===== config.mk =====
export PLATFORM = sky130hd
export DESIGN_NAME = slg_cell
export DESIGN_NICKNAME = d
export VERILOG_FILES = /design/src/rtl/slg_pkg.sv /design/src/rtl/slg_cell.sv
export SDC_FILE = /design/constraint.sdc
export NUM_CORES = 1
export LEC_CHECK = 0
export BUFFER_PORTS_ARGS = -buffer_cell sky130_fd_sc_hd__buf_2
export CORE_MARGIN = 2
export CORE_UTILIZATION = 43
export CTS_BUF_LIST = sky130_fd_sc_hd__clkbuf_8
export DETAILED_ROUTE_END_ITERATION = 8
export HOLD_SLACK_MARGIN = 0.12
export PLACE_DENSITY_LB_ADDON = 0.3
export REMOVE_ABC_BUFFERS = 1
export SLEW_MARGIN = 20
export SYNTH_ARGS = -nofsm -noshare
export SYNTH_HDL_FRONTEND = slang
export SYNTH_SLANG_ARGS = --single-unit

===== constraint.sdc =====
create_clock -name clk -period 4.1 [get_ports clk]
set_input_delay 1.23 -clock clk [delete_from_list [all_inputs] [get_ports clk]]
set_output_delay 1.23 -clock clk [all_outputs]
set_load 0.1 [all_outputs]

===== src/rtl/slg_pkg.sv =====
// ----------------------------------------------------------------------------
// slg_pkg: shared types and constants for the staff line grouper
// Segment type, cell control struct and sizing constants.
// ----------------------------------------------------------------------------
package slg_pkg;

  localparam int MAX_SEGMENTS    = 512;
  localparam int CNT_W           = $clog2(MAX_SEGMENTS + 1);
  localparam int LINES_PER_STAFF = 5;
  localparam int LC_W            = $clog2(LINES_PER_STAFF);
  localparam int MAX_BOXES       = 64;
  localparam int BOX_CNT_W       = $clog2(MAX_BOXES);
  localparam int COORD_W         = 12;
  localparam int WIDTH_W         = 13;
  localparam logic [WIDTH_W-1:0] IMAGE_WIDTH_RST = 13'd4096;

  typedef struct packed {
    logic [COORD_W-1:0] xs;
    logic [COORD_W-1:0] row;
    logic [COORD_W-1:0] xe;
  } seg_t;

  typedef struct packed {
    logic ins;  // sorted insert of the incoming segment
    logic shl;  // shift the chain one cell towards the head
  } slg_cell_ctl_t;

endpackage


===== src/rtl/slg_cell.sv =====
// ----------------------------------------------------------------------------
// slg_cell: one slot of the sorted segment chain
// Holds one segment; takes the new segment, its left neighbour's or its
// right neighbour's as the chain inserts or drains.
// ----------------------------------------------------------------------------
module slg_cell (
  input  logic                  clk,
  input  slg_pkg::slg_cell_ctl_t ctl,
  input  slg_pkg::seg_t         new_seg,
  input  slg_pkg::seg_t         left_seg,
  input  slg_pkg::seg_t         right_seg,
  input  logic                  left_gt,
  input  logic                  occ_left,
  input  logic                  occ,
  output slg_pkg::seg_t         seg_q,
  output logic                  gt
);

  slg_pkg::seg_t seg_r;
  slg_pkg::seg_t seg_nxt;

  assign gt    = occ && (seg_r.row > new_seg.row);
  assign seg_q = seg_r;

  always_comb begin
    seg_nxt = seg_r;
    if (ctl.shl) begin
      seg_nxt = right_seg;
    end else if (ctl.ins) begin
      if (left_gt) begin
        seg_nxt = left_seg;
      end else if (gt || (!occ && occ_left)) begin
        seg_nxt = new_seg;
      end
    end
  end

  always_ff @(posedge clk) begin
    seg_r <= seg_nxt;
  end

endmodule


==> results of run 1 <==
-- cell type report --
type,count,area (µm²)
flip-flops and latches,36,1080
clock buffers,5,68.8
fillers,422,1740
multi-input cells,141,955
well taps,67,83.8
clock inverters,3,11.3
inverters,13,48.8
repair buffers,154,796
-- where the power goes --
group,switching [mW],total [mW],internal [mW]
Clock,0.122,0.235,0.113
Sequential,0.0117,0.467,0.455
Combinational,0.383,0.497,0.113
-- synth_stat cells --
cell,count
mux2i_1,36
clkbuf_1,7
o22a_1,1
edfxtp_1,36
a21oi_1,5
nand2b_1,1
buf_4,3
o211ai_1,1
nand2_1,38
nand4_1,3
inv_1,13
o21ai_0,38
o31ai_1,1
a31oi_2,1
buf_2,1
ha_1,12
clkbuf_8,1
nand3_1,1
nor2_1,1
nor2b_1,1
a211o_1,1
-- worst max path at each step --
stage	end	slack, ns
2_1_floorplan	seg_q[0]	-0.36
3_3_place_gp	gt	0.28
3_5_place_dp	gt	0.26
4_1_cts	gt	0.24
5_1_grt	gt	0.19
6_report	gt	0.25
-- metal layers --
layer / up-vias / share of wire, % / track usage (%)
met5: - / 0.31 / 0
met4: 2 / 0.99 / 6.55
met3: 9 / 9.3 / 7.36
met2: 91 / 51 / 34.3
met1: 860 / 38 / 19.6
li1: 1027 / - / -
-- worst min-delay path, delay by kind of cell --
kind / cells / cell delay, ns
compound gates: 1 / 0.05
simple gates: 1 / 0.04
buf+inv: 1 / 0.07
-- cells by family after synthesis --
kind of cell             count (synthesis)
adder cells (fa/ha/maj)                 12
AO/OA/AOI/OAI                           48
flip-flops                              36
AND/OR/NAND/NOR                         45
multiplexers                            36
buffers and inverters                   25
-- through the flow --
| step | instance area [µm²] | util, % | instances | hold slack, ns | setup TNS, ns |
|---|---|---|---|---|---|
| after detailed placement | 2960 | 61.9 | 411 | 1.37 | 0 |
| after CTS | 3040 | 63.6 | 419 | 1.21 | 0 |
| after global placement | 2960 | 61.9 | 411 | 1.34 | 0 |
| after global routing | 3040 | 63.6 | 419 | 1.22 | 0 |
| after floorplan | 2080 | - | 190 | 1.42 | -13.28 |
| final | 3040 | 63.6 | 419 | 1.22 | 0 |
==> qor.yml, run 1 <==
grt_antenna_before_repair: 1
numCtsBuffers: 5
dieArea_mm2: 0.00558
layout_commonest_cell: "buf_2"
clock_latency_ns: 0.28
num_rows: 25
cp.required_ns: 2.87
coreArea_mm2: 0.00479
path_buf_inv: 3
crit_arrival_ns: 2.62
path_depth: 8
synth-xor-area-share_pct: 0
seq_area_frac_synth_pct: 50.3
run_status: "finished clean"
dp_worst_setup_slack_ns: 0.258
path_delay_family: "compound AO/OA/AOI/OAI gates"
io_pins: 151
drc_errors: 0
hold_path_end: "seg_q[31]"
fin_skew_ns: 0.00550
synth_cell_types: 21
area_growth_pct: 41.5
wire_per_inst_um: 12.5
drive_gt1_share_pct: 45.7
synth_area_mm2: 0.00215
fin_crit_sh_pct: 93.8
hold_depth: 3
root_buffer: "clkbuf_8"
cts_max_level: 2
synth_top_family_by_area: "multiplexers"
syn_inst: 202
min_from: "right_seg[31]"
drtIter0Drc: 92
synthAdderAreaFrac_pct: 6.98
reg2reg_to: "seg_q[14]"
die_w_um: 74.7
synth.area.top_cells: "edfxtp_1 (50%), mux2i_1 (17%), o21ai_0 (8.8%)"
die_y_um: 74.7
synth_area_leader_cell: "edfxtp_1"
p_leak_nw: 1.57
largest_reg_flops: 36
ant_nets: 0
grt_setup_unrepaired: "no"
viasPerCell: 4.75
port_buffers: 150
r2r_slack_ns: 1.66
setup_viol: 0
start_util_pct: 44.9
cts_hold_buf: 0
finalWirelength_um: 5230
hpwlAfterDp_um: 4210
grt_max_degree: 69
cp_max_fo: 2
worstRegToRegCells: 7
syn_area_per_cell_um2: 10.6
powerDensity_mw_per_mm2: 394
cts_sinks: 36
ys_seq_elements: 36
grt_pass1_vias: 1771
critPathLaunchType: "input port"
layout_common_cells: "buf_2 (149), nand2_1 (38), o21ai_0 (38)"
ys_warn_count: 0
post_cts_buffers: 0
post_cts_resized: 0
cts_tree: "yes"
worstSetupEndpointType: "primary output"
tightest_slew_ns: 0.549
via_count: 1989
slew_headroom_pct: 63.4
path_class: "in2out"
slew_viol_final: 0
vdd_drop_max_v: 0.000204
first_pass_iters: 6
hold_violations: 0
synth_compound_area_share_pct: 12.1
final_nets: 477
gp_congestion: 0.833
gr-total-overflow: 0
netlist.area_leader.share_pct: 50.3
critPathMaxStageDelay_ns: 0.28
slowest_stage: "ha_1"
cap_violations: 0
grt_pass1_wl_um: 7740
crit_chain: "buf_2 > inv_1 > ha_1 > nor2b_1 > o211ai_1 > a211o_1 > a31oi_2 > buf_12"
grt_usage_pct: 18.8
power_mw: 1.20
clkTransAtPathRegs_ns: 0.07
r2r_start: "seg_q[13]"
worstHoldPathType: "in2reg"
clock.fmax_mhz: 260
fin_crit_ns: 3.85
n_antenna_cell: 0
clk_path_buf_depth: 2
cp-startpoint: "new_seg[13]"
layout_setup_ws_ns: 0.253
synth.area.mux_share_pct: 16.8
synth-simple-area-share_pct: 8.49
No activity file was read; power rests on OpenSTA's default activity.
==> run 2, diff against run 1 <==
Settings changed: GPL_TIMING_DRIVEN set to 0.
==> run 2 against run 1 <==
Via count decreased by 1.9%. Clock skew decreased by 0.0013 ns. Core utilization decreased by 0.34 points. Sequential share of layout area increased by 0.19 points. Register-to-register slack improved by 0.03 ns. Global-route usage decreased by 0.29 points. Flip-flop and latch count unchanged. Setup slack got worse by 0.094 ns. Fmax decreased by 2.4%. Wire length decreased by 2.5%. Critical path depth unchanged.
==> qor.yml, run 2 (same netlist as run 1, synthesis figures left out) <==
dieArea_mm2: 0.00558
final_area_mm2: 0.00303
grt_setup_unrepaired: "no"
gp_congestion: 0.712
cap_violations: 0
powerDensity_mw_per_mm2: 393
finalWirelength_um: 5100
critPathMaxStageDelay_ns: 0.36
dp_worst_setup_slack_ns: 0.0670
clock.fmax_mhz: 254
coreArea_mm2: 0.00479
post_cts_buffers: 0
slew_viol_final: 0
placed_area_mm2: 0.00295
fin_crit_ns: 3.94
cts_hold_buf: 0
n_antenna_cell: 0
fin_crit_sh_pct: 96.1
die_y_um: 74.7
grt_pass1_vias: 1776
viasPerCell: 4.70
n_fill_cell: 410
crit_arrival_ns: 2.71
reg2reg_to: "seg_q[16]"
cts_sinks: 36
worstHoldPathType: "in2reg"
ant_nets: 0
drtIter0Drc: 78
cp_max_fo: 2
critPathLaunchType: "input port"
clk_path_buf_depth: 2
start_util_pct: 44.9
multi_input_comb_area_um2: 955
path_class: "in2out"
first_pass_iters: 4
r2r_slack_ns: 1.69
numCtsBuffers: 5
cts_max_level: 2
gr-total-overflow: 0
num_rows: 25
slowest_stage: "clkbuf_4"
setup_viol: 0
final_nets: 474
grt_antenna_before_repair: 0
critical_path.endpoint: "gt"
worstRegToRegCells: 7
hold_violations: 0
clock_latency_ns: 0.28
drive_gt1_share_pct: 45.4
worstSetupEndpointType: "primary output"
run_status: "finished clean"
grt_usage_pct: 18.5
wire_per_inst_um: 12.3
slew_headroom_pct: 26.4
cp.required_ns: 2.87
hpwlAfterDp_um: 3970
vdd_drop_max_v: 0.000211
r2r_start: "seg_q[13]"
largest_reg_flops: 36
tightest_slew_ns: 1.10
cts_tree: "yes"
utilization_pct: 63.3
seq_area_mm2: 0.00108
fin_skew_ns: 0.00420
grt_max_degree: 75
tns_ns: 0
post_cts_resized: 0
power_mw: 1.19
root_buffer: "clkbuf_8"
p_leak_nw: 1.55
layout_common_cells: "buf_2 (148), nand2_1 (38), o21ai_0 (38)"
layout_commonest_cell: "buf_2"
cp-startpoint: "new_seg[13]"
port_buffers: 150
crit_chain: "buf_2 > inv_1 > ha_1 > nor2b_1 > o211ai_1 > a211o_1 > a31oi_2 > clkbuf_4"
clkTransAtPathRegs_ns: 0.07
area_growth_pct: 40.8
grt_pass1_wl_um: 7690
io_pins: 151
die_w_um: 74.7
via_count: 1951
drc_errors: 0
layout_setup_ws_ns: 0.159
run 2: cell types whose count changed in the layout (fill, tap and decap cells not counted), sizes merged:
cell    previous run  this run
clkinv             1         2
clkbuf             5         6
buf              154       150
inv               15        13
run 2: how the worst min path moves through the flow:
stage | startpoint | endpoint | slack (ns) | depth (start not counted)
floorplan | ctl[0] | seg_q[0] | 1.42 | 2
global placement | right_seg[30] | seg_q[30] | 1.51 | 3
detailed placement | seg_q[23] | seg_q[14] | 1.47 | 4
CTS | right_seg[31] | seg_q[31] | 1.21 | 3
global route | right_seg[11] | seg_q[11] | 1.23 | 3
finish | right_seg[34] | seg_q[34] | 1.22 | 3
run 2: area by class of cell:
| class | instances | area share (%) |
|---|---|---|
| clock inverter | 2 | 0.248 |
| multi-input combinational | 141 | 31.5 |
| clock buffer | 5 | 2.27 |
| sequential | 36 | 35.7 |
| timing repair buffer | 151 | 25.9 |
| tap | 67 | 2.77 |
| inverter | 13 | 1.61 |
run 2: worst max-delay path, delay by kind of cell:
kind	cells	cell delay, ns
adders and majority gates	1	0.28
and+or+nand+nor	1	0.14
AOI/OAI and AO/OA	3	0.57
buffers and inverters	3	0.49
run 2: metal layers:
layer  vias to the layer above  track usage (%)  part of all wire, %
li1                       1017                -                    -
met1                       840             21.1                   40
met2                        90             33.3                   51
met3                         4             5.35                  8.4
met4                         0             5.95                 0.67
met5                         -                0                    0
run 2: power by group:
| part | switching [mW] | internal (mW) |
|---|---|---|
| logic | 0.384 | 0.113 |
| registers | 0.0115 | 0.455 |
| clock network | 0.115 | 0.112 |
run 2: stage by stage:
stage	std cells	hold slack, ns
2_1_floorplan	190	1.42
3_3_place_gp	407	1.51
3_5_place_dp	408	1.47
4_1_cts	415	1.21
5_1_grt	415	1.23
6_report	415	1.22
