==> src/rtl/slg_pkg.sv <==
// ----------------------------------------------------------------------------
// slg_pkg: shared types and constants for the staff line grouper
// Segment type, cell control struct and sizing constants.
// ----------------------------------------------------------------------------
package slg_pkg;

  localparam int MAX_SEGMENTS    = 512;
  localparam int CNT_W           = $clog2(MAX_SEGMENTS + 1);
  localparam int LINES_PER_STAFF = 5;
  localparam int LC_W            = $clog2(LINES_PER_STAFF);
  localparam int MAX_BOXES       = 64;
  localparam int BOX_CNT_W       = $clog2(MAX_BOXES);
  localparam int COORD_W         = 12;
  localparam int WIDTH_W         = 13;
  localparam logic [WIDTH_W-1:0] IMAGE_WIDTH_RST = 13'd4096;

  typedef struct packed {
    logic [COORD_W-1:0] xs;
    logic [COORD_W-1:0] row;
    logic [COORD_W-1:0] xe;
  } seg_t;

  typedef struct packed {
    logic ins;  // sorted insert of the incoming segment
    logic shl;  // shift the chain one cell towards the head
  } slg_cell_ctl_t;

endpackage

==> src/rtl/slg_if.sv <==
// ----------------------------------------------------------------------------
// slg_if: channel interfaces of the staff line grouper
// Segment input, box output and width configuration channels.
// ----------------------------------------------------------------------------
interface slg_seg_if;
  logic                        valid;
  logic                        ready;
  logic [slg_pkg::COORD_W-1:0] x_start;
  logic [slg_pkg::COORD_W-1:0] y_row;
  logic [slg_pkg::COORD_W-1:0] x_end;
  logic                        last_segment;

  modport source (output valid, x_start, y_row, x_end, last_segment, input ready);
  modport sink (input valid, x_start, y_row, x_end, last_segment, output ready);
endinterface

interface slg_box_if;
  logic                        valid;
  logic                        ready;
  logic [slg_pkg::WIDTH_W-1:0] box_left;
  logic [slg_pkg::COORD_W-1:0] box_top;
  logic [slg_pkg::COORD_W-1:0] box_right;
  logic [slg_pkg::COORD_W-1:0] box_bottom;
  logic                        final_box;
  logic                        incomplete;
  logic                        overflow;

  modport source (output valid, box_left, box_top, box_right, box_bottom, final_box,
                  incomplete, overflow, input ready);
  modport sink (input valid, box_left, box_top, box_right, box_bottom, final_box,
                incomplete, overflow, output ready);
endinterface

interface slg_cfg_if;
  logic                        valid;
  logic                        ready;
  logic [slg_pkg::WIDTH_W-1:0] image_width;

  modport source (output valid, image_width, input ready);
  modport sink (input valid, image_width, output ready);
endinterface

==> src/rtl/slg_ctrl.sv <==
// ----------------------------------------------------------------------------
// slg_ctrl: load sequencer, staff scanner and box output register
// Counts stored segments, drains the chain head one segment per cycle unless
// out_box stalls, groups rows into lines, lines into staves, registers boxes.
// ----------------------------------------------------------------------------
module slg_ctrl (
  input  logic                         clk,
  input  logic                         rst_n,
  slg_seg_if.sink                      in_seg,
  slg_box_if.source                    out_box,
  slg_cfg_if.sink                      cfg_wr,
  input  slg_pkg::seg_t                head_seg,
  output logic [slg_pkg::CNT_W-1:0]    count,
  output slg_pkg::slg_cell_ctl_t       cell_ctl
);

  localparam logic [1:0] ST_LOAD  = 2'd0;
  localparam logic [1:0] ST_SCAN  = 2'd1;
  localparam logic [1:0] ST_FINAL = 2'd2;

  localparam logic [slg_pkg::CNT_W-1:0] CNT_MAX =
    slg_pkg::CNT_W'(slg_pkg::MAX_SEGMENTS);
  localparam logic [slg_pkg::CNT_W-1:0] CNT_ONE = slg_pkg::CNT_W'(1);
  localparam logic [slg_pkg::BOX_CNT_W-1:0] BOX_LIMIT =
    slg_pkg::BOX_CNT_W'(slg_pkg::MAX_BOXES - 1);
  localparam logic [slg_pkg::LC_W-1:0] LC_TOP =
    slg_pkg::LC_W'(slg_pkg::LINES_PER_STAFF - 1);

  logic [1:0]                      state_r, state_nxt;
  logic [slg_pkg::CNT_W-1:0]       count_r, count_nxt;
  logic [slg_pkg::LC_W-1:0]        lc_r, lc_nxt;
  logic                            group_open_r, group_open_nxt;
  logic                            prev_valid_r, prev_valid_nxt;
  logic [slg_pkg::COORD_W-1:0]     prev_row_r, prev_row_nxt;
  logic [slg_pkg::WIDTH_W-1:0]     gb_left_r, gb_left_nxt;
  logic [slg_pkg::COORD_W-1:0]     gb_top_r, gb_top_nxt;
  logic [slg_pkg::COORD_W-1:0]     gb_right_r, gb_right_nxt;
  logic [slg_pkg::COORD_W-1:0]     gb_bottom_r, gb_bottom_nxt;
  logic                            dropped_r, dropped_nxt;
  logic                            box_drop_r, box_drop_nxt;
  logic [slg_pkg::BOX_CNT_W-1:0]   box_cnt_r, box_cnt_nxt;
  logic [slg_pkg::WIDTH_W-1:0]     img_w_r;

  logic                            out_valid_r, out_valid_nxt;
  logic [slg_pkg::WIDTH_W-1:0]     o_left_r, o_left_nxt;
  logic [slg_pkg::COORD_W-1:0]     o_top_r, o_top_nxt;
  logic [slg_pkg::COORD_W-1:0]     o_right_r, o_right_nxt;
  logic [slg_pkg::COORD_W-1:0]     o_bottom_r, o_bottom_nxt;
  logic                            o_final_r, o_final_nxt;
  logic                            o_inc_r, o_inc_nxt;
  logic                            o_ovf_r, o_ovf_nxt;

  logic                            in_acc;
  logic                            ins;
  logic                            out_free;
  logic                            step;
  logic                            scan_step;
  logic                            cont;
  logic                            new_grp;
  logic                            emit;
  logic [slg_pkg::WIDTH_W-1:0]     left_base;
  logic [slg_pkg::COORD_W-1:0]     right_base;
  logic [slg_pkg::WIDTH_W-1:0]     xs_ext;

  assign in_seg.ready = (state_r == ST_LOAD);
  assign cfg_wr.ready = 1'b1;
  assign in_acc       = in_seg.valid && in_seg.ready;
  assign ins          = in_acc && (count_r < CNT_MAX);
  assign out_free     = !out_valid_r || out_box.ready;
  assign step         = (state_r != ST_LOAD) && out_free;
  assign scan_step    = step && (state_r == ST_SCAN);

  assign cell_ctl.ins = ins;
  assign cell_ctl.shl = scan_step;
  assign count        = count_r;

  assign cont = prev_valid_r &&
                ((head_seg.row == prev_row_r) ||
                 ({1'b0, head_seg.row} == ({1'b0, prev_row_r} + 13'd1)));
  assign new_grp    = !cont && (lc_r == '0);
  assign emit       = scan_step && new_grp && group_open_r && (box_cnt_r < BOX_LIMIT);
  assign left_base  = new_grp ? img_w_r : gb_left_r;
  assign right_base = new_grp ? '0 : gb_right_r;
  assign xs_ext     = {1'b0, head_seg.xs};

  always_comb begin
    state_nxt      = state_r;
    count_nxt      = count_r;
    lc_nxt         = lc_r;
    group_open_nxt = group_open_r;
    prev_valid_nxt = prev_valid_r;
    prev_row_nxt   = prev_row_r;
    gb_left_nxt    = gb_left_r;
    gb_top_nxt     = gb_top_r;
    gb_right_nxt   = gb_right_r;
    gb_bottom_nxt  = gb_bottom_r;
    dropped_nxt    = dropped_r;
    box_drop_nxt   = box_drop_r;
    box_cnt_nxt    = box_cnt_r;
    out_valid_nxt  = out_valid_r && !out_box.ready;
    o_left_nxt     = o_left_r;
    o_top_nxt      = o_top_r;
    o_right_nxt    = o_right_r;
    o_bottom_nxt   = o_bottom_r;
    o_final_nxt    = o_final_r;
    o_inc_nxt      = o_inc_r;
    o_ovf_nxt      = o_ovf_r;

    case (state_r)
      ST_LOAD: begin
        if (in_acc) begin
          if (ins) begin
            count_nxt = count_r + 1'b1;
          end else begin
            dropped_nxt = 1'b1;
          end
          if (in_seg.last_segment) begin
            state_nxt = ST_SCAN;
          end
        end
      end
      ST_SCAN: begin
        if (scan_step) begin
          count_nxt = count_r - 1'b1;
          if (count_r == CNT_ONE) begin
            state_nxt = ST_FINAL;
          end
          if (!cont) begin
            lc_nxt = (lc_r >= LC_TOP) ? '0 : lc_r + 1'b1;
          end
          if (new_grp) begin
            group_open_nxt = 1'b1;
            gb_top_nxt     = head_seg.row;
            if (group_open_r) begin
              if (box_cnt_r < BOX_LIMIT) begin
                box_cnt_nxt = box_cnt_r + 1'b1;
              end else begin
                box_drop_nxt = 1'b1;
              end
            end
          end
          gb_left_nxt    = (xs_ext < left_base) ? xs_ext : left_base;
          gb_right_nxt   = (head_seg.xe > right_base) ? head_seg.xe : right_base;
          gb_bottom_nxt  = head_seg.row;
          prev_row_nxt   = head_seg.row;
          prev_valid_nxt = 1'b1;
          if (emit) begin
            out_valid_nxt = 1'b1;
            o_left_nxt    = gb_left_r;
            o_top_nxt     = gb_top_r;
            o_right_nxt   = gb_right_r;
            o_bottom_nxt  = gb_bottom_r;
            o_final_nxt   = 1'b0;
            o_inc_nxt     = 1'b0;
            o_ovf_nxt     = 1'b0;
          end
        end
      end
      ST_FINAL: begin
        if (step) begin
          out_valid_nxt  = 1'b1;
          o_left_nxt     = gb_left_r;
          o_top_nxt      = gb_top_r;
          o_right_nxt    = gb_right_r;
          o_bottom_nxt   = gb_bottom_r;
          o_final_nxt    = 1'b1;
          o_inc_nxt      = (lc_r != '0);
          o_ovf_nxt      = dropped_r || box_drop_r;
          state_nxt      = ST_LOAD;
          count_nxt      = '0;
          lc_nxt         = '0;
          group_open_nxt = 1'b0;
          prev_valid_nxt = 1'b0;
          prev_row_nxt   = '0;
          gb_left_nxt    = '0;
          gb_top_nxt     = '0;
          gb_right_nxt   = '0;
          gb_bottom_nxt  = '0;
          dropped_nxt    = 1'b0;
          box_drop_nxt   = 1'b0;
          box_cnt_nxt    = '0;
        end
      end
      default: begin
        state_nxt = ST_LOAD;
      end
    endcase
  end

  always_ff @(posedge clk) begin
    if (!rst_n) begin
      state_r      <= ST_LOAD;
      count_r      <= '0;
      lc_r         <= '0;
      group_open_r <= 1'b0;
      prev_valid_r <= 1'b0;
      dropped_r    <= 1'b0;
      box_drop_r   <= 1'b0;
      box_cnt_r    <= '0;
      out_valid_r  <= 1'b0;
      img_w_r      <= slg_pkg::IMAGE_WIDTH_RST;
    end else begin
      state_r      <= state_nxt;
      count_r      <= count_nxt;
      lc_r         <= lc_nxt;
      group_open_r <= group_open_nxt;
      prev_valid_r <= prev_valid_nxt;
      dropped_r    <= dropped_nxt;
      box_drop_r   <= box_drop_nxt;
      box_cnt_r    <= box_cnt_nxt;
      out_valid_r  <= out_valid_nxt;
      if (cfg_wr.valid && cfg_wr.ready) begin
        img_w_r <= cfg_wr.image_width;
      end
    end
  end

  always_ff @(posedge clk) begin
    prev_row_r  <= prev_row_nxt;
    gb_left_r   <= gb_left_nxt;
    gb_top_r    <= gb_top_nxt;
    gb_right_r  <= gb_right_nxt;
    gb_bottom_r <= gb_bottom_nxt;
    o_left_r    <= o_left_nxt;
    o_top_r     <= o_top_nxt;
    o_right_r   <= o_right_nxt;
    o_bottom_r  <= o_bottom_nxt;
    o_final_r   <= o_final_nxt;
    o_inc_r     <= o_inc_nxt;
    o_ovf_r     <= o_ovf_nxt;
  end

  assign out_box.valid      = out_valid_r;
  assign out_box.box_left   = o_left_r;
  assign out_box.box_top    = o_top_r;
  assign out_box.box_right  = o_right_r;
  assign out_box.box_bottom = o_bottom_r;
  assign out_box.final_box  = o_final_r;
  assign out_box.incomplete = o_inc_r;
  assign out_box.overflow   = o_ovf_r;

  a_count_cap: assert property (@(posedge clk) disable iff (!rst_n)
    count_r <= CNT_MAX)
    else $error("segment count beyond capacity");

  a_scan_nonempty: assert property (@(posedge clk) disable iff (!rst_n)
    (state_r == ST_SCAN) |-> (count_r != '0))
    else $error("scan running with no segment held");

  a_lc_range: assert property (@(posedge clk) disable iff (!rst_n)
    lc_r <= LC_TOP)
    else $error("line counter out of range");

  a_run_cleared: assert property (@(posedge clk) disable iff (!rst_n)
    ((state_r == ST_FINAL) && step) |=>
      ((box_cnt_r == '0) && !group_open_r && !dropped_r && out_valid_r && o_final_r))
    else $error("run state not cleared after final box");

endmodule

==> src/flat_wrapper.sv <==
// flat-port wrapper written by rule: the top's interface ports become plain ports
module slg_ctrl_flat 
  (clk, rst_n, head_seg, count, cell_ctl, in_seg_valid, in_seg_x_start, in_seg_y_row, in_seg_x_end, in_seg_last_segment, in_seg_ready, out_box_valid, out_box_box_left, out_box_box_top, out_box_box_right, out_box_box_bottom, out_box_final_box, out_box_incomplete, out_box_overflow, out_box_ready, cfg_wr_valid, cfg_wr_image_width, cfg_wr_ready);
  slg_seg_if in_seg_i ();
  slg_box_if out_box_i ();
  slg_cfg_if cfg_wr_i ();
  input  logic clk;
  input  logic rst_n;
  input  slg_pkg::seg_t head_seg;
  output logic [slg_pkg::CNT_W-1:0] count;
  output slg_pkg::slg_cell_ctl_t cell_ctl;
  input wire logic [$bits(in_seg_i.valid)-1:0] in_seg_valid;
  input wire logic [$bits(in_seg_i.x_start)-1:0] in_seg_x_start;
  input wire logic [$bits(in_seg_i.y_row)-1:0] in_seg_y_row;
  input wire logic [$bits(in_seg_i.x_end)-1:0] in_seg_x_end;
  input wire logic [$bits(in_seg_i.last_segment)-1:0] in_seg_last_segment;
  output wire logic [$bits(in_seg_i.ready)-1:0] in_seg_ready;
  output wire logic [$bits(out_box_i.valid)-1:0] out_box_valid;
  output wire logic [$bits(out_box_i.box_left)-1:0] out_box_box_left;
  output wire logic [$bits(out_box_i.box_top)-1:0] out_box_box_top;
  output wire logic [$bits(out_box_i.box_right)-1:0] out_box_box_right;
  output wire logic [$bits(out_box_i.box_bottom)-1:0] out_box_box_bottom;
  output wire logic [$bits(out_box_i.final_box)-1:0] out_box_final_box;
  output wire logic [$bits(out_box_i.incomplete)-1:0] out_box_incomplete;
  output wire logic [$bits(out_box_i.overflow)-1:0] out_box_overflow;
  input wire logic [$bits(out_box_i.ready)-1:0] out_box_ready;
  input wire logic [$bits(cfg_wr_i.valid)-1:0] cfg_wr_valid;
  input wire logic [$bits(cfg_wr_i.image_width)-1:0] cfg_wr_image_width;
  output wire logic [$bits(cfg_wr_i.ready)-1:0] cfg_wr_ready;
  assign in_seg_i.valid = in_seg_valid;
  assign in_seg_i.x_start = in_seg_x_start;
  assign in_seg_i.y_row = in_seg_y_row;
  assign in_seg_i.x_end = in_seg_x_end;
  assign in_seg_i.last_segment = in_seg_last_segment;
  assign in_seg_ready = in_seg_i.ready;
  assign out_box_valid = out_box_i.valid;
  assign out_box_box_left = out_box_i.box_left;
  assign out_box_box_top = out_box_i.box_top;
  assign out_box_box_right = out_box_i.box_right;
  assign out_box_box_bottom = out_box_i.box_bottom;
  assign out_box_final_box = out_box_i.final_box;
  assign out_box_incomplete = out_box_i.incomplete;
  assign out_box_overflow = out_box_i.overflow;
  assign out_box_i.ready = out_box_ready;
  assign cfg_wr_i.valid = cfg_wr_valid;
  assign cfg_wr_i.image_width = cfg_wr_image_width;
  assign cfg_wr_ready = cfg_wr_i.ready;
  slg_ctrl u_core (.clk(clk), .rst_n(rst_n), .in_seg(in_seg_i), .out_box(out_box_i), .cfg_wr(cfg_wr_i), .head_seg(head_seg), .count(count), .cell_ctl(cell_ctl));
endmodule
==> config.mk <==
export PLATFORM = sky130hd
export DESIGN_NAME = slg_ctrl_flat
export DESIGN_NICKNAME = d
export VERILOG_FILES = /design/src/rtl/slg_pkg.sv /design/src/rtl/slg_if.sv /design/src/rtl/slg_ctrl.sv /design/src/flat_wrapper.sv
export SDC_FILE = /design/constraint.sdc
export NUM_CORES = 1
export LEC_CHECK = 0
export BUFFER_PORTS_ARGS = -buffer_cell sky130_fd_sc_hd__clkbuf_2
export CORE_MARGIN = 5
export CORE_UTILIZATION = 45
export CTS_CLUSTER_SIZE = 25
export DETAILED_ROUTE_END_ITERATION = 7
export PLACE_DENSITY = 0.68
export SKIP_LAST_GASP = 1
export SYNTH_ARGS = -nofsm -noshare
export SYNTH_HDL_FRONTEND = slang
export SYNTH_SLANG_ARGS = --single-unit
==> constraint.sdc <==
create_clock -name clk -period 10.2 [get_ports clk]
set_input_delay 0.51 -clock clk [delete_from_list [all_inputs] [get_ports clk]]
set_output_delay 0.51 -clock clk [all_outputs]
set_load 0.01 [all_outputs]
==> results.md, run 1 <==
* Worst-path cell with the longest stage delay: nor2_8
* Area of the multi-input gates at approximately 3100 µm²
* Post-cts sizing count at 0
* Max-slew violations at 0
* Post-Syn Area at a little over 7000 µm²
* Root Buffer: clkbuf_16
* Max FO, Critical Path at 36
* GR Util met2 at between 30% and 40%
* Synth Area in XOR/XNOR at under 10%
* H-tree depth reported by CTS at 4
* Total CTS buffers at 17
* Post-synth ARST share at 0%
* WL/cell at about 17 µm
* Seq/Total Area, Yosys at a little over half
* Worst setup SP type: register
* Clock insertion delay at the later pin of the skew report at roughly 420 ps
* Post-synth EDFFs at between 100 and 150
* Primary FF master, synth: edfxtp_1
* Total GRT Usage at 18.57%
* Post-synthesis adder-cell area fraction at 5.773%
* Clock Skew at about 8.4 ps
* GR peak layer: met2
* Met1 global-route usage at 23.17%
* # DRC at 0
* HP Start: cfg_wr_image_width[12]
* Chain of cells forming the critical path: ha_1 -> nand2b_1 -> a21oi_1 -> a311o_1 -> a221oi_2 -> a31oi_4 -> nor2_8 -> mux2i_1 -> ha_1 -> a21o_1 -> a21o_1 -> a21oi_1 -> o21ai_0 -> a211oi_1 -> o31ai_2 -> and3_1 -> a211oi_1
* Post-CTS Setup Bufs at 0
* FMAX at about 0.18 GHz
* Reg2reg start: u_core.prev_row_r[1]
* Status: completed
* Post-DP Area at 7895 µm²
* Mux contribution to synthesized area at ~4.5%
* Starting density of the core at about 46%
* Clk slew on worst S/H paths at ~60 ps
* CP top delay family: compound AO/OA/AOI/OAI gates
* Post-synthesis register bit count at between 100 and 150
* Die Height at 136.1 µm
* Pwr/cell area at 229.9 nW/µm²
* Die W at 136.1 µm
* Vias at approximately 5500
* Register area at 3814 µm²
* Vias in the first global route at between 5000 and 6000
* Synth Area in Compound Gates at a little over an eighth
* Final critical-path required period at about 5400 ps
* Buf/Inv on CP at 0
* Worst slew pin tran at 1139 ps
* Largest net degree at the start of global routing at 52
* Setup violators final at 0
* GRT overflow at 0
* ANT cells at 0
* GR met3 Demand/Resource at roughly 4.2%
* Mapped Nets at approximately 770
* Hold Crit Class: input port to register
* Vias per inst at roughly 5.6
* Num ports at ~160
* Leak at 3.223 nW
* Initial antenna violation count at 1
* CTS tree: built
* First-pass DRT Iterations at 5
* Synth unique cells at 69
* Rows at 46
* Design area at 8518 µm²
* Crit share post-route at between 50% and 60%
* Core Region at between 15000 and 20000 µm²
* Synth warn at 0
* Slowest stage delay, CP at roughly 520 ps
* Simple-Gate Fraction of Synth Area at between 10% and 20%
* Gpl congestion at between 0.8 and 0.9
* Global-route wire length before repair at ~27 mm
* Most frequent cells in the layout: clkbuf_2 (120), edfxtp_1 (101), nand2_1 (55)
* Maximum VDD drop at 0.1238 mV
* Initial DRC Count at approximately 300
* Die ar. at roughly 19000 µm²
* Final hold vios at 0
* Slew headroom at about a quarter
* Largest family of logic cells by synthesized area: simple AND/OR/NAND/NOR gates
* Nets at approximately 880
* RSZ-0062 raised after global routing: no
* Detail Route Antenna Nets at 0
* Worst Path Arrival at ~5700 ps
* Commonest non-fill, non-tap cell in the layout: clkbuf_2
* Syn_area_per_cell at approximately 11 µm²
* Critical Path Source: u_core.prev_row_r[1]
* Worst hold slack at about 330 ps
* Post-Route WL at 17.14 mm
* Max_cap viols at 0
* Input/output buffers at 120
* Final TNS setup at 0 ps
* Critical Path RT at approximately 10000 ps
* Share of layout cells above drive strength 1 at a little under a quarter
* Fill count at approximately 1400
* Clock sink count at 140
* Area grow syn2layout at 19.10%
* Hold buffer count at cts at 0
* Clk buf depth at 2
* Type of the worst setup path: register to register
* Final HPWL DP at roughly 12 mm
* CP endpoint kind: register
* Mapped Cells at between 600 and 700
-- routing by layer --
layer	share of wire, %	vias to the layer above
met5	0.064	-
met4	1.6	2
met3	5.7	25
met2	49	158
met1	43	2632
li1	-	2638
-- flip-flops by register name, summed over array words and instances (netlist names), 2 cells and up --
signal                     flops
u_core.box_cnt_r               6
u_core.count                  10
u_core.gb_left_r              13
u_core.gb_right_r             12
u_core.gb_top_r               12
u_core.img_w_r                13
u_core.lc_r                    3
u_core.out_box.box_bottom     12
u_core.out_box.box_left       13
u_core.out_box.box_right      12
u_core.out_box.box_top        12
u_core.prev_row_r             12
u_core.state_r                 2
-- cells in the mapped netlist, types with 4 or more instances --
cell type | n | area [µm²]
a211oi_1 | 6 | 45.04
a211oi_2 | 9 | 112.6
a21o_1 | 13 | 97.59
a21oi_1 | 40 | 200.2
a31oi_1 | 18 | 112.6
and3_1 | 7 | 43.79
buf_2 | 5 | 25.02
buf_4 | 4 | 30.03
clkbuf_1 | 21 | 78.83
dfxtp_1 | 39 | 780.8
edfxtp_1 | 101 | 3033
ha_1 | 33 | 412.9
inv_1 | 13 | 48.80
mux2i_1 | 31 | 310.3
nand2_1 | 55 | 206.5
nand2b_1 | 7 | 43.79
nand3_1 | 34 | 170.2
nand3b_1 | 7 | 52.55
nand4_1 | 6 | 37.54
nand4b_1 | 4 | 35.03
nor2_1 | 42 | 157.7
nor2b_1 | 18 | 112.6
nor3_1 | 9 | 45.04
nor3b_1 | 4 | 30.03
nor4_1 | 6 | 37.54
o211ai_1 | 4 | 30.03
o21ai_0 | 18 | 90.09
o22ai_1 | 4 | 25.02
or2_2 | 4 | 25.02
or3_1 | 5 | 31.28
xnor2_1 | 10 | 87.58
xor2_1 | 11 | 96.34
-- power by group --
part / internal (W) / switching, W / leakage [nW]
sequential: 0.000745 / 0.0000877 / 1.24
combinational: 0.000167 / 0.000308 / 1.69
clock: 0.000410 / 0.000240 / 0.301
total: 0.00132 / 0.000636 / 3.22
-- worst paths after layout --
kind / endpoint / slack (ps) / depth (start not counted)
max: u_core.gb_left_r[11] / 4780 / 17
min reg2reg: u_core.out_box.box_top[0] / 420 / 0
min: u_core.img_w_r[12] / 330 / 3
max reg2reg: u_core.gb_left_r[11] / 4780 / 17
-- cells by family after synthesis --
| family | Yosys count |
|---|---|
| multiplexers | 32 |
| AND/OR/NAND/NOR | 229 |
| flip-flops | 140 |
| AO/OA/AOI/OAI | 138 |
| adder cells (fa/ha/maj) | 33 |
| XOR/XNOR | 21 |
| other | 2 |
| buffers and inverters | 49 |
-- metrics by stage --
step | worst slack, ps | power (W) | util, % | instances
final | 4784 | 0.001958 | 54.21 | 981
after global placement | 4927 | 0.001291 | 50.25 | 949
after global routing | 4442 | 0.002060 | 54.21 | 981
after floorplan | 5229 | 0.001167 | - | 644
after CTS | 4780 | 0.001963 | 54.21 | 981
after detailed placement | 4869 | 0.001313 | 50.25 | 949
-- final cells by class --
class | instances | area share, %
timing repair buffer | 123 | 7.315
clock buffer | 18 | 5.038
tap | 216 | 3.173
multi-input combinational | 455 | 36.77
sequential | 140 | 44.77
clock inverter | 14 | 2.277
inverter | 15 | 0.6610
-- tightest hold or removal path: cells and delay by family --
kind | cells | cell delay [ps]
buffers and inverters | 1 | 80
muxes | 1 | 60
and+or+nand+nor | 1 | 60
Power figures use the tool's default switching activity.
==> inputs of run 2 (changes only) <==
==> constraint.sdc (replaced) <==
create_clock -name clk -period 5.4 [get_ports clk]
set_input_delay 0.27 -clock clk [delete_from_list [all_inputs] [get_ports clk]]
set_output_delay 0.27 -clock clk [all_outputs]
set_load 0.01 [all_outputs]
==> run 2 against run 1 <==
Register-to-register slack lost 4400 ps; design area is essentially flat; final cell count grew 0.41%; critical path depth grew 1; critical path type unchanged; critical endpoint is now u_core.gb_left_r[8].
==> results.md, run 2 (synthesis results as in run 1) <==
* Max_cap viols at 0
* Slowest stage delay, CP at 450 ps
* Vias per inst at between 5 and 6
* Worst hold slack at about 69 ps
* Nets at approximately 880
* Chain of cells forming the critical path: ha_1 -> nand2b_1 -> a21oi_1 -> a311o_1 -> a221oi_2 -> a31oi_4 -> nor2_8 -> mux2i_1 -> ha_1 -> a21o_1 -> a21o_1 -> a21oi_1 -> o21ai_0 -> a21o_1 -> a21o_1 -> and3_1 -> buf_4 -> a211oi_1
* Post-DP Area at between 7000 and 8000 µm²
* GRT overflow at 0
* FMAX at ~0.20 GHz
* Max-slew violations at 0
* Final hold vios at 0
* Share of layout cells above drive strength 1 at a little under a quarter
* Post-Route WL at between 15 and 20 mm
* Setup violators final at 0
* WL/cell at between 15 and 20 µm
* # DRC at 0
* Gpl congestion at ~0.9
* Post-cts sizing count at 0
* Die W at around 140 µm
* Final TNS setup at 0 ps
* Clock insertion delay at the later pin of the skew report at between 400 and 500 ps
* Worst slew pin tran at 1158 ps
* Worst-path cell with the longest stage delay: edfxtp_1
* Hold buffer count at cts at 0
* Critical Path RT at 5620 ps
* Switch share at 32.39%
* Clock share of power at a little under a third
* CTS tree: built
* Initial antenna violation count at 0
* Rows at between 40 and 50
* Max FO, Critical Path at 13
* Commonest non-fill, non-tap cell in the layout: clkbuf_2
* Post-CTS Setup Bufs at 0
* Crit share post-route at just over 90%
* Logic pwr share at about a quarter
* Slew headroom at 22.64%
* Register area at between 3000 and 4000 µm²
* Root Buffer: clkbuf_16
* Input/output buffers at 120
* Pwr/cell area at between 400 and 500 nW/µm²
* Net switching power at between 0.001 and 0.0015 W
* Total power at 0.003614 W
* Worst setup SP type: register
* ANT cells at 0
* Area of the multi-input gates at roughly 3100 µm²
* Flop pwr share at between 40 and 50%
* Die Height at roughly 140 µm
* Design area at approximately 8500 µm²
* CP endpoint kind: register
* Total GRT Usage at a little under a fifth
* Clock sink count at 140
* Type of the worst setup path: register to register
* Core Region at 15710 µm²
* RSZ-0062 raised after global routing: no
* Power Internal at approximately 0.0024 W
* Vias at approximately 5500
* Leak at between 3 and 4 nW
* Worst Path Arrival at 5230 ps
* Clock Skew at roughly 11 ps
* Initial DRC Count at approximately 350
* Detail Route Antenna Nets at 0
* Fill count at around 1400
* Final HPWL DP at 11.91 mm
* Num ports at between 150 and 200
* Status: completed
* Total CTS buffers at 17
* Maximum VDD drop at around 0.26 mV
* Vias in the first global route at ~5400
* Largest net degree at the start of global routing at 52
* Most frequent CP cell: a21o_1
* Starting density of the core at around 46%
* Hold Crit Class: input port to register
* H-tree depth reported by CTS at 4
* Global-route wire length before repair at ~27 mm
* Die ar. at 18510 µm²
* First-pass DRT Iterations at 5
* Most frequent cells in the layout: clkbuf_2 (120), edfxtp_1 (101), nand2_1 (55)
* Final critical-path required period at 5010 ps
* Clk buf depth at 2
* Clk slew on worst S/H paths at ~60 ps
* Area grow syn2layout at 19.02%
run 2: cell types whose count changed in the layout (fill, tap and decap cells not counted), sizes merged:
cell      before  now
buf            3    8
clkinvlp       2    3
inv           15   14
bufinv         4    3
run 2: path summary, 6_finish.rpt:
kind / end / slack, ps / startpoint / depth (start not counted)
worst max-delay path: u_core.gb_left_r[8] / 390 / u_core.prev_row_r[1] / 18
worst min-delay path: u_core.img_w_r[12] / 70 / cfg_wr_image_width[12] / 3
worst max register to register: u_core.gb_left_r[8] / 390 / u_core.prev_row_r[1] / 18
worst min register to register: u_core.out_box.box_top[1] / 420 / u_core.gb_top_r[1] / 0
run 2: power groups by stage:
stage | Sequential [W] | Combinational, W | Clock (W)
after floorplan | 0.00154 | 0.000660 | 0
after global placement | 0.00158 | 0.000862 | 0
after detailed placement | 0.00159 | 0.000890 | 0
after CTS | 0.00157 | 0.000897 | 0.00117
after global routing | 0.00160 | 0.00101 | 0.00121
final | 0.00157 | 0.000898 | 0.00114
run 2: critical path, delay by kind of cell (launching register included):
kind	cells	cell delay, ps
buf+inv	1	210
mux	1	320
flops	1	450
fa+ha+maj	2	590
simple gates	3	800
compound gates	11	2430
run 2: through the flow:
stage	setup WS (ps)	util, %	cells
3_5_place_dp	415.6	50.49	954
2_1_floorplan	429.3	-	644
4_1_cts	384.9	54.17	985
5_1_grt	46.89	54.17	985
3_3_place_gp	515.0	50.49	954
6_report	390.0	54.17	985
run 2: per-layer routing:
metal | up-vias | global-route usage, % | part of all wire (%)
li1 | 2627 | - | -
met1 | 2656 | 23.23 | 44
met2 | 154 | 30.60 | 48
met3 | 36 | 4.145 | 5.4
met4 | 0 | 7.951 | 2.6
met5 | - | 0 | 0
run 2: cell type report:
type                       instances  area share [%]
timing repair buffer             128           7.761
multi-input combinational        455           36.79
clock inverter                    13           1.764
sequential                       140           44.80
inverter                          15          0.6615
clock buffer                      18           5.042
tap                              216           3.175
